<file path="src/hw/rtl/gf16_multiply_accumulate_column_top_macros.svh">
// ----------------------------------------------------------------------------
// GF(2^16) MAC column assertion macros
// Shared concurrent assertion forms, clocked on a rising edge and
// disabled while the active-low reset is asserted.
// ----------------------------------------------------------------------------
`ifndef GF16_MULTIPLY_ACCUMULATE_COLUMN_TOP_MACROS_SVH
`define GF16_MULTIPLY_ACCUMULATE_COLUMN_TOP_MACROS_SVH

`ifndef NO_ASSERTIONS

// cond must never hold
`define GF16MAC_ASSERT_NEVER(label, clk, rst_n, cond) \
	label: assert property (@(posedge clk) disable iff (!rst_n) !(cond)) \
		else $error("never-condition violated");

// ante implies cons in the same cycle
`define GF16MAC_ASSERT_IMPLIES(label, clk, rst_n, ante, cons) \
	label: assert property (@(posedge clk) disable iff (!rst_n) (ante) |-> (cons)) \
		else $error("implication violated");

// ante implies cons in the next cycle
`define GF16MAC_ASSERT_NEXT(label, clk, rst_n, ante, cons) \
	label: assert property (@(posedge clk) disable iff (!rst_n) (ante) |=> (cons)) \
		else $error("next-cycle implication violated");

`else

`define GF16MAC_ASSERT_NEVER(label, clk, rst_n, cond)
`define GF16MAC_ASSERT_IMPLIES(label, clk, rst_n, ante, cons)
`define GF16MAC_ASSERT_NEXT(label, clk, rst_n, ante, cons)

`endif

`endif

</file>
<file path="src/hw/rtl/gf16mac_pkg.sv">
// ----------------------------------------------------------------------------
// GF(2^16) MAC column package
// Item types, action codes and the carry-less multiply and reduction
// functions shared by the column's front end and execution unit.
// ----------------------------------------------------------------------------
package gf16mac_pkg;

	localparam int unsigned ColumnDepthDefault = 1024;
	localparam int unsigned IndexW = 10;
	localparam int unsigned HalfW = 16;
	localparam int unsigned AccW = 31;

	localparam int unsigned QueueDepth = 2;
	localparam int unsigned QueuePtrW = (QueueDepth > 1) ? $clog2(QueueDepth) : 1;
	localparam int unsigned QueueCntW = $clog2(QueueDepth + 1);

	// action field codes
	localparam logic [1:0] ACT_LOAD = 2'd0;
	localparam logic [1:0] ACT_MAC = 2'd1;
	localparam logic [1:0] ACT_READ = 2'd2;

	typedef enum logic [1:0] {
		OP_LOAD,
		OP_MAC,
		OP_READ
	} op_t;

	typedef enum logic {
		BK_IDLE,
		BK_EXEC
	} back_state_t;

	typedef struct packed {
		logic [1:0] action;
		logic [IndexW-1:0] entry_index;
		logic [HalfW-1:0] coefficient;
		logic [HalfW-1:0] data_word;
	} in_item_t;

	typedef struct packed {
		logic [HalfW-1:0] reduced_value;
		logic [IndexW-1:0] result_index;
	} out_item_t;

	// classified work passed from front end to execution unit
	typedef struct packed {
		op_t op;
		logic in_range;
		logic [IndexW-1:0] idx;
		logic [AccW-1:0] operand;
	} work_t;

	function automatic logic [AccW-1:0] clmul16(logic [HalfW-1:0] a, logic [HalfW-1:0] b);
		logic [AccW-1:0] p;
		p = '0;
		for (int i = 0; i < HalfW; i++) begin
			if (b[i]) begin
				p = p ^ (AccW'(a) << i);
			end
		end
		return p;
	endfunction

	// multiply by x^5 + x^3 + x + 1
	function automatic logic [19:0] times_low(logic [14:0] v);
		return {5'b0, v} ^ {4'b0, v, 1'b0} ^ {2'b0, v, 3'b0} ^ {v, 5'b0};
	endfunction

	// two folds of the upper half modulo x^16 + x^5 + x^3 + x + 1
	function automatic logic [HalfW-1:0] reduce(logic [AccW-1:0] acc);
		logic [19:0] f1;
		logic [19:0] f2;
		f1 = times_low(acc[30:16]);
		f2 = times_low({11'b0, f1[19:16]});
		return acc[15:0] ^ f1[15:0] ^ {7'b0, f2[8:0]};
	endfunction

endpackage

</file>
<file path="src/hw/rtl/gf16mac_front.sv">
// ----------------------------------------------------------------------------
// GF(2^16) MAC column front end
// Accepts items, drops ones that change nothing, forms the carry-less
// product and hands classified work to the queue.
// ----------------------------------------------------------------------------
module gf16mac_front #(
	parameter int unsigned COLUMN_DEPTH = gf16mac_pkg::ColumnDepthDefault
) (
	input  logic                   clk,
	input  logic                   arst_n,
	input  logic                   push,
	output logic                   full,
	input  gf16mac_pkg::in_item_t  item,
	output logic                   q_push,
	input  logic                   q_full,
	output gf16mac_pkg::work_t     q_data
);
	import gf16mac_pkg::*;

	logic valid_s1;
	work_t work_s1;
	work_t work_d;
	logic keep;
	logic accept;
	logic in_range;

	assign in_range = 32'(item.entry_index) < COLUMN_DEPTH;
	assign full = valid_s1 && q_full;
	assign accept = push && !full;
	assign q_push = valid_s1 && !q_full;
	assign q_data = work_s1;

	always_comb begin
		work_d.idx = item.entry_index;
		work_d.in_range = in_range;
		work_d.op = OP_READ;
		work_d.operand = '0;
		keep = 1'b0;
		case (item.action)
			ACT_LOAD: begin
				work_d.op = OP_LOAD;
				work_d.operand = AccW'(item.data_word);
				keep = in_range;
			end
			ACT_MAC: begin
				work_d.op = OP_MAC;
				work_d.operand = clmul16(item.coefficient, item.data_word);
				keep = in_range;
			end
			ACT_READ: begin
				work_d.op = OP_READ;
				keep = 1'b1;
			end
			default: begin
				keep = 1'b0;
			end
		endcase
	end

	always_ff @(posedge clk or negedge arst_n) begin
		if (!arst_n) begin
			valid_s1 <= 1'b0;
		end else if (accept) begin
			valid_s1 <= keep;
		end else if (q_push) begin
			valid_s1 <= 1'b0;
		end
	end

	always_ff @(posedge clk) begin
		if (accept) begin
			work_s1 <= work_d;
		end
	end

endmodule

</file>
<file path="config.mk">
export PLATFORM = sky130hd
export DESIGN_NAME = gf16mac_front
export DESIGN_NICKNAME = d
export VERILOG_FILES = /design/src/hw/rtl/gf16_multiply_accumulate_column_top_macros.svh /design/src/hw/rtl/gf16mac_pkg.sv /design/src/hw/rtl/gf16mac_front.sv
export SDC_FILE = /design/constraint.sdc
export NUM_CORES = 1
export LEC_CHECK = 0
export BUFFER_PORTS_ARGS = -buffer_cell sky130_fd_sc_hd__buf_2
export CAP_MARGIN = 20
export CORE_ASPECT_RATIO = 0.9
export CORE_UTILIZATION = 57
export DETAILED_ROUTE_END_ITERATION = 10
export GPL_TIMING_DRIVEN = 0
export PLACE_DENSITY = 0.82
export SLEW_MARGIN = 40
export SYNTH_ARGS = -nofsm -noshare
export SYNTH_HDL_FRONTEND = slang
export SYNTH_SLANG_ARGS = --single-unit
</file>
<file path="constraint.sdc">
create_clock -name clk -period 3.6 [get_ports clk]
set_input_delay 0.18 -clock clk [delete_from_list [all_inputs] [get_ports clk]]
set_output_delay 0.18 -clock clk [all_outputs]
set_load 0.01 [all_outputs]
</file>
==> metrics <==
area of the mapped netlist 4890 um2; final layout net count 762; share of cells above drive strength 1 10.5%; P_leak 2.23 nW; total wire length 13400 um; DRC Markers 0; port bufs 59; CTS Hold Bufs 1; Core ar. 8180 um2; global route overflow 0; Area growth syn-to-layout 12.7%; Required @ worst endpoint 3.63 ns; number of unique standard cell types used by synthesis 34; relative slew slack 59.2%; num rows 31; Clock Tree Buf Depth 2; EDFF count, synth 43; I/O pin cnt 94; top_reg_cell synth edfxtp_1; clock transition at the registers of the reported paths 0.08 ns; RD Place Congestion 0.951; Worst Path Arrival 2.18 ns; Min Hold Slack 0.0574 ns; FFs w/ async S/R, synth 2.27%; Cell Pwr Density 349 nW/um2; count of final max-slew check failures 0; Worst VDD drop 0.185 mV; fin util 67.3%; Max FO, Critical Path 9; vias in the first global route 4509; final hold violations 0; total iterations of the first detailed-routing run 5; final period utilization 59.6%; CTS Sinks 44; chip width 99.6 um; via count of the routed design 4560; Post-DRT Antenna Nets 0; grt met1 use 36.3%; die outline height 89.9 um; met2 Usage GRT 53.1%; Fmax 466 MHz; largest net degree at the start of global routing 22; initial antenna violation count 0; R2R Setup Slk 2.05 ns; Initial Utilization 59.8%; Ys Warns 0; Yosys reg bits 44; CTS Buf Count 5; CTS tree done; worst skew pair latency 0.29 ns; post_cts resized 0; endpoints failing setup 0; syn_area_per_cell 7.58 um2; RSZ-0062 raised after global routing no; register area share after synthesis 26.9%; Slew @ Worst Pin 0.611 ns; busiest layer in global routing met2; kind of critical path in -> reg; antenna fix cells 0; Synth Instances 645; global-route wire length before repair 21600 um; routed len/inst 16.2 um; setup tns final 0 ns; post-synth top area share 28.5%; post-CTS setup buffers 0; clk_skew 0.00730 ns; CP Launch Type primary input; crit path time final 2.14 ns; CP Capture Type flip-flop; hpwl dp 9640 um; GRT Overall Usage 30.5%; class of the worst hold path in -> reg; Synth area leader xnor2_1; overall die area 8960 um2; Vias/cell 5.49; Max-Cap Viols 0; clock root buffer clkbuf_8; H-Tree Depth 2; Synth area leaders xnor2_1 (28%), edfxtp_1 (26%), nand2_1 (19%), xor2_1 (7.0%), clkbuf_1 (5.1%); Net Count, Synth 693; grt met3 use 6.38%; Starting DRT DRC Count 386; status finished, final reports clean
[routing by layer]
layer | wire length [um] | vias to the layer above
met5 | 0 | -
met4 | 451 | 0
met3 | 1250 | 41
met2 | 6650 | 280
met1 | 5100 | 2139
li1 | - | 2100
[cells by family after synthesis]
kind of cell | synth area share [%]
multiplexers | 0.614
flip-flops | 26.9
AND/OR/NAND/NOR | 23.2
other | 0.0767
AO/OA/AOI/OAI | 2.84
buffers and inverters | 6.34
XOR/XNOR | 40.1
[stage by stage]
| step | setup slack, ns | std cells | total power [mW] | cell area [um2] |
|---|---|---|---|---|
| finish | 1.46 | 830 | 1.92 | 5510 |
| global route | 1.44 | 830 | 2.01 | 5510 |
| CTS | 1.56 | 830 | 1.91 | 5510 |
| detailed placement | 1.24 | 821 | 1.54 | 5390 |
| global placement | 0.0898 | 819 | 1.50 | 5330 |
| floorplan | 0.674 | 645 | 1.34 | 4890 |
[critical path, cell delays in order]
cell and delay [ns]:
clkbuf_1 0.44, nand2_1 0.13, xor2_1 0.22, xnor3_1 0.37, xnor2_1 0.34, a211oi_1 0.08, or3_1 0.42
[area by class of cell]
type	instances	area, um2
clock buffer	6	72.6
buffer	73	295
inverter	4	15.0
fill	665	2670
multi-input combinational	524	3270
tap	115	144
sequential	44	1320
timing repair buffer	62	360
clock inverter	2	35.0
[cells in the final DEF (no fill, tap or decap), types with 3 or more instances in the layout]
cell type,synthesis,layout
a211oi_1,7,7
a21oi_1,3,3
a32oi_1,3,3
buf_2,2,61
clkbuf_1,67,68
clkbuf_8,0,5
edfxtp_1,43,43
inv_1,4,4
mux2i_1,3,3
nand2_1,253,253
nor2_1,26,26
o21ai_0,3,3
xnor2_1,159,159
xnor3_1,10,10
xor2_1,39,39
[path summary, 6_finish.rpt]
check,start,end,cells after the start
worst min register to register,valid_s1$_DFFE_PN0P_,valid_s1$_DFFE_PN0P_,2
worst max register to register,valid_s1$_DFFE_PN0P_,q_data[20]$_DFFE_PP_,4
max in group asynchronous,arst_n,valid_s1$_DFFE_PN0P_,2
worst max-delay path,item[8],q_data[13]$_DFFE_PP_,7
worst min-delay path,item[39],q_data[38]$_DFFE_PP_,1
min in group asynchronous,arst_n,valid_s1$_DFFE_PN0P_,2
[synthesized netlist by cell type, types with 2 or more instances]
library cell	count
a211oi_1	7
a21oi_1	3
a32oi_1	3
buf_2	2
buf_6	2
clkbuf_1	67
edfxtp_1	43
inv_1	4
mux2i_1	3
nand2_1	253
nand2b_1	2
nor2_1	26
nor2b_1	2
o21ai_0	3
xnor2_1	159
xnor3_1	10
xor2_1	39
[flip-flops by register name (all words and copies together), names as in the netlist]
signal and flops:
q_data 43, valid_s1 1
[report_power, final]
part | internal [mW] | total [mW] | switching (mW)
registers | 0.621 | 0.631 | 0.00987
logic | 0.422 | 0.922 | 0.500
clock network | 0.206 | 0.369 | 0.163
Note: power is estimated with default switching activity, not from simulation.
