$ cat config.mk
export PLATFORM = sky130hd
export DESIGN_NAME = gf16mac_queue
export DESIGN_NICKNAME = d
export VERILOG_FILES = /design/src/hw/rtl/gf16_multiply_accumulate_column_top_macros.svh /design/src/hw/rtl/gf16mac_pkg.sv /design/src/hw/rtl/gf16mac_queue.sv
export SDC_FILE = /design/constraint.sdc
export NUM_CORES = 1
export LEC_CHECK = 0
export ABC_AREA = 1
export BUFFER_PORTS_ARGS = -buffer_cell sky130_fd_sc_hd__buf_2
export CAP_MARGIN = 10
export CELL_PAD_IN_SITES_DETAIL_PLACEMENT = 2
export CELL_PAD_IN_SITES_GLOBAL_PLACEMENT = 2
export CORE_MARGIN = 2
export CORE_UTILIZATION = 38
export CTS_BUF_LIST = sky130_fd_sc_hd__clkbuf_4 sky130_fd_sc_hd__clkbuf_8
export DETAILED_ROUTE_END_ITERATION = 8
export GPL_TIMING_DRIVEN = 0
export HOLD_SLACK_MARGIN = 0.02
export PLACE_DENSITY_LB_ADDON = 0.3
export REMOVE_ABC_BUFFERS = 1
export SLEW_MARGIN = 20
export SYNTH_ARGS = -nofsm -noshare
export SYNTH_HDL_FRONTEND = slang
export SYNTH_SLANG_ARGS = --single-unit
$ cat constraint.sdc
create_clock -name clk -period 8.6 [get_ports clk]
set_input_delay 0.43 -clock clk [delete_from_list [all_inputs] [get_ports clk]]
set_output_delay 0.43 -clock clk [all_outputs]
set_load 0.02 [all_outputs]
$ cat src/hw/rtl/gf16_multiply_accumulate_column_top_macros.svh
// ----------------------------------------------------------------------------
// GF(2^16) MAC column assertion macros
// Shared concurrent assertion forms, clocked on a rising edge and
// disabled while the active-low reset is asserted.
// ----------------------------------------------------------------------------
`ifndef GF16_MULTIPLY_ACCUMULATE_COLUMN_TOP_MACROS_SVH
`define GF16_MULTIPLY_ACCUMULATE_COLUMN_TOP_MACROS_SVH

`ifndef NO_ASSERTIONS

// cond must never hold
`define GF16MAC_ASSERT_NEVER(label, clk, rst_n, cond) \
	label: assert property (@(posedge clk) disable iff (!rst_n) !(cond)) \
		else $error("never-condition violated");

// ante implies cons in the same cycle
`define GF16MAC_ASSERT_IMPLIES(label, clk, rst_n, ante, cons) \
	label: assert property (@(posedge clk) disable iff (!rst_n) (ante) |-> (cons)) \
		else $error("implication violated");

// ante implies cons in the next cycle
`define GF16MAC_ASSERT_NEXT(label, clk, rst_n, ante, cons) \
	label: assert property (@(posedge clk) disable iff (!rst_n) (ante) |=> (cons)) \
		else $error("next-cycle implication violated");

`else

`define GF16MAC_ASSERT_NEVER(label, clk, rst_n, cond)
`define GF16MAC_ASSERT_IMPLIES(label, clk, rst_n, ante, cons)
`define GF16MAC_ASSERT_NEXT(label, clk, rst_n, ante, cons)

`endif

`endif

$ cat src/hw/rtl/gf16mac_pkg.sv
// ----------------------------------------------------------------------------
// GF(2^16) MAC column package
// Item types, action codes and the carry-less multiply and reduction
// functions shared by the column's front end and execution unit.
// ----------------------------------------------------------------------------
package gf16mac_pkg;

	localparam int unsigned ColumnDepthDefault = 1024;
	localparam int unsigned IndexW = 10;
	localparam int unsigned HalfW = 16;
	localparam int unsigned AccW = 31;

	localparam int unsigned QueueDepth = 2;
	localparam int unsigned QueuePtrW = (QueueDepth > 1) ? $clog2(QueueDepth) : 1;
	localparam int unsigned QueueCntW = $clog2(QueueDepth + 1);

	// action field codes
	localparam logic [1:0] ACT_LOAD = 2'd0;
	localparam logic [1:0] ACT_MAC = 2'd1;
	localparam logic [1:0] ACT_READ = 2'd2;

	typedef enum logic [1:0] {
		OP_LOAD,
		OP_MAC,
		OP_READ
	} op_t;

	typedef enum logic {
		BK_IDLE,
		BK_EXEC
	} back_state_t;

	typedef struct packed {
		logic [1:0] action;
		logic [IndexW-1:0] entry_index;
		logic [HalfW-1:0] coefficient;
		logic [HalfW-1:0] data_word;
	} in_item_t;

	typedef struct packed {
		logic [HalfW-1:0] reduced_value;
		logic [IndexW-1:0] result_index;
	} out_item_t;

	// classified work passed from front end to execution unit
	typedef struct packed {
		op_t op;
		logic in_range;
		logic [IndexW-1:0] idx;
		logic [AccW-1:0] operand;
	} work_t;

	function automatic logic [AccW-1:0] clmul16(logic [HalfW-1:0] a, logic [HalfW-1:0] b);
		logic [AccW-1:0] p;
		p = '0;
		for (int i = 0; i < HalfW; i++) begin
			if (b[i]) begin
				p = p ^ (AccW'(a) << i);
			end
		end
		return p;
	endfunction

	// multiply by x^5 + x^3 + x + 1
	function automatic logic [19:0] times_low(logic [14:0] v);
		return {5'b0, v} ^ {4'b0, v, 1'b0} ^ {2'b0, v, 3'b0} ^ {v, 5'b0};
	endfunction

	// two folds of the upper half modulo x^16 + x^5 + x^3 + x + 1
	function automatic logic [HalfW-1:0] reduce(logic [AccW-1:0] acc);
		logic [19:0] f1;
		logic [19:0] f2;
		f1 = times_low(acc[30:16]);
		f2 = times_low({11'b0, f1[19:16]});
		return acc[15:0] ^ f1[15:0] ^ {7'b0, f2[8:0]};
	endfunction

endpackage

$ cat src/hw/rtl/gf16mac_queue.sv
// ----------------------------------------------------------------------------
// GF(2^16) MAC column work queue
// Short first-in first-out buffer between the front end and the
// execution unit.
// ----------------------------------------------------------------------------
module gf16mac_queue (
	input  logic                clk,
	input  logic                arst_n,
	input  logic                wr_en,
	input  gf16mac_pkg::work_t  wr_data,
	output logic                q_full,
	input  logic                rd_en,
	output gf16mac_pkg::work_t  rd_data,
	output logic                q_empty
);
	import gf16mac_pkg::*;

	work_t slots_q [QueueDepth];
	logic [QueuePtrW-1:0] wr_ptr_q;
	logic [QueuePtrW-1:0] rd_ptr_q;
	logic [QueueCntW-1:0] count_q;
	logic do_wr;
	logic do_rd;

	assign q_full = count_q == QueueCntW'(QueueDepth);
	assign q_empty = count_q == '0;
	assign do_wr = wr_en && !q_full;
	assign do_rd = rd_en && !q_empty;
	assign rd_data = slots_q[rd_ptr_q];

	function automatic logic [QueuePtrW-1:0] advance(logic [QueuePtrW-1:0] p);
		return (p == QueuePtrW'(QueueDepth - 1)) ? '0 : p + 1'b1;
	endfunction

	always_ff @(posedge clk or negedge arst_n) begin
		if (!arst_n) begin
			wr_ptr_q <= '0;
			rd_ptr_q <= '0;
			count_q <= '0;
		end else begin
			if (do_wr) begin
				wr_ptr_q <= advance(wr_ptr_q);
			end
			if (do_rd) begin
				rd_ptr_q <= advance(rd_ptr_q);
			end
			if (do_wr && !do_rd) begin
				count_q <= count_q + 1'b1;
			end else if (do_rd && !do_wr) begin
				count_q <= count_q - 1'b1;
			end
		end
	end

	always_ff @(posedge clk) begin
		if (do_wr) begin
			slots_q[wr_ptr_q] <= wr_data;
		end
	end

endmodule

==> impl_metrics.ini <==
[power]
vdd_drop_max_v = 0.000191
p_leak_uw = 0.00189
p_sw_share_pct = 38.2
power.density_nw_per_um2 = 368
switching_power_uw = 610
power_frac_clock_pct = 21.5
pwr-share-seq_pct = 41.7
p_int_uw = 989
combPwrFrac_pct = 36.9

[sta]
finalHoldViolations = 0
setup_ws_ns = 6.17
whs_ns = 0.260
finalClockSkew_ns = 0.0126
fin_crit_sh_pct = 28.2
tns_ns = 0
fmax_mhz = 412
period_needed_ns = 2.43
rsz0062_at_grt = no
setup_viol = 0
maxSlewHeadroom_pct = 54.0
finalMaxSlewViolations = 0
tightest_slew_ns = 0.689

[cts]
cts_resized = 0
tritoncts = done
path_clk_slew_ns = 0.09
htreeDepth = 3
cts.sinks = 92
cts_buffers = 9
root_buffer = clkbuf_8
clk_latency_ns = 0.35
cts_buffer_depth = 2

[worst_setup_path]
worstPathCellList = buf_16, inv_4, nand2_1, nand2_1, buf_2
worstPathMaxFanout = 45
worstSetupStartpointType = flop
required_ns = 8.17
slowest_delay_ns = 0.61
slowest_stage = dfrtp_2
crit_top_cell = nand2_1
worstSetupPathType = flop to output port
critical_path.endpoint_type = output port
arrival_ns = 2.00

[die]
die_area_sq_um = 9830
die_x_um = 99.2
core-area_sq_um = 8760
die_h_um = 99.2
rows = 34
io_pins = 94
start_util_pct = 39.3

[detailed_routing]
wl_per_cell_um = 18.3
vias = 2242
drtPass1Iterations = 4
drt_iter0_drc = 67
drc = 0
drt_wl_total_mm = 8.66
postRouteAntennaNets = 0
viasPerCell = 4.74

[synth]
synthAdderAreaFrac_pct = 0.364
synth_xor_area_share_pct = 0.255
yosys.area_share.simple_pct = 16.7
ys_seq_area_share_pct = 79.7
synthCells = 261
synth_mux_area_share_pct = 0
synth_top_family_by_area = simple AND/OR/NAND/NOR gates
syn_area_per_cell_sq_um = 13.2
synth.distinct_cells = 18
synth_compound_area_share_pct = 0.291
synth-seq-cells = 92
syn_area_sq_um = 3440
yosysWarnings = 0

[final_layout]
final_cell_area_sq_um = 4340
diodes = 0
final_nets = 410
drive_above_1_share_pct = 32.3
syn_to_final_growth_pct = 26.2

[run_status]
outcome = completed

[grt]
antenna_found_initial = 0
grt_first_pass_wirelength_mm = 13.8
grt-ovfl-total = 0
grt_max_degree = 46
grt_pass1_vias = 2535
grtUsageTotal_pct = 18.8

[placement]
place_area_sq_um = 4100
post-place-ws_ns = 6.51
portBuffers = 93
gp_congestion = 0.667
dp_hpwl_mm = 5.93

[job]
drv_cap = 0

[min_path]
hold_class = input port to flop
state kept, by name, indices dropped and copies added (netlist names):
register	cells
count_q	2
slots_q	88
rd_ptr_q	1
wr_ptr_q	1
power groups by stage:
stage	Combinational, uW	Sequential (uW)	Clock (uW)
floorplan	337	668	0
global placement	515	692	0
detailed placement	603	677	0
CTS	607	670	350
global route	655	679	367
finish	590	666	344
through the flow:
| step | power, uW | util, % | instances |
|---|---|---|---|
| 3_5_place_dp | 1280 | 46.8 | 457 |
| 5_1_grt | 1700 | 49.5 | 473 |
| 3_3_place_gp | 1210 | 45.4 | 453 |
| 4_1_cts | 1630 | 49.5 | 473 |
| 6_report | 1600 | 49.5 | 473 |
| 2_1_floorplan | 1010 | - | 252 |
cell type report:
type	count	area, sq um
Sequential cell	92	2740
Clock inverter	5	101
Multi-Input combinational cell	152	612
Fill cell	878	4420
Clock buffer	10	131
Timing Repair Buffer	98	586
Inverter	8	32.5
Tap cell	108	135
worst paths after layout:
kind,startpoint,to,slack [ns],cells past startpoint
min in group asynchronous,arst_n,count_q[1]$_DFFE_PN0P_,0.42,2
hold / removal,wr_data[2],slots_q[1][2]$_DFFE_PP_,0.26,1
hold reg to reg,wr_ptr_q$_DFFE_PN0P_,wr_ptr_q$_DFFE_PN0P_,0.53,2
max in group asynchronous,arst_n,wr_ptr_q$_DFFE_PN0P_,8.05,2
setup / recovery,rd_ptr_q$_DFFE_PN0P_,rd_data[42],6.17,5
setup reg to reg,count_q[0]$_DFFE_PN0P_,slots_q[0][33]$_DFFE_PP_,6.77,5
worst max-delay path: cells and delay by family, from the launching register on:
| kind | cells | cell delay, ns |
|---|---|---|
| buf+inv | 3 | 0.80 |
| flops | 1 | 0.61 |
| simple gates | 2 | 0.22 |
cells by family after synthesis:
family | Yosys count
AND/OR/NAND/NOR | 148
flip-flops | 92
buffers and inverters | 17
AO/OA/AOI/OAI | 2
XOR/XNOR | 1
adder cells (fa/ha/maj) | 1
cells in the mapped netlist (all sizes together):
library cell | number | area [sq um]
buf | 9 | 61.3
nand2 | 141 | 529
nand4 | 1 | 6.26
inv | 8 | 32.5
o21ai | 2 | 10.0
nand3b | 1 | 7.51
nor2 | 4 | 25.0
dfrtp | 4 | 100
xnor2 | 1 | 8.76
ha | 1 | 12.5
nand3 | 1 | 5.00
edfxtp | 88 | 2640
cells in the final DEF (no fill, tap or decap), drive strengths merged:
cell         synthesis  routed
nand2              141     141
nor2                 4       4
clkinv               0       1
inv                  8       8
dfrtp                4       4
nand4                1       1
nand3                1       1
clkinvlp             0       1
o21ai                2       2
ha                   1       1
edfxtp              88      88
bufinv               0       3
xnor2                1       1
nand3b               1       1
dlygate4sd3          0       1
buf                  9      97
clkbuf               0      10
repair_timing:
action	in CTS	in global routing
endpoints found under the hold margin	4	0
setup endpoints to repair	0	0
setup buffers	0	0
hold buffers	1	0
layer usage:
layer  vias to the layer above  global-route usage, %  wire (um)
met5                         -                      0          0
met4                         0                   7.06        185
li1                       1073                      -          -
met3                        15                   3.23        314
met1                      1090                   21.8       3400
met2                        64                   34.7       4760
Note: power is estimated with default switching activity, not from simulation.
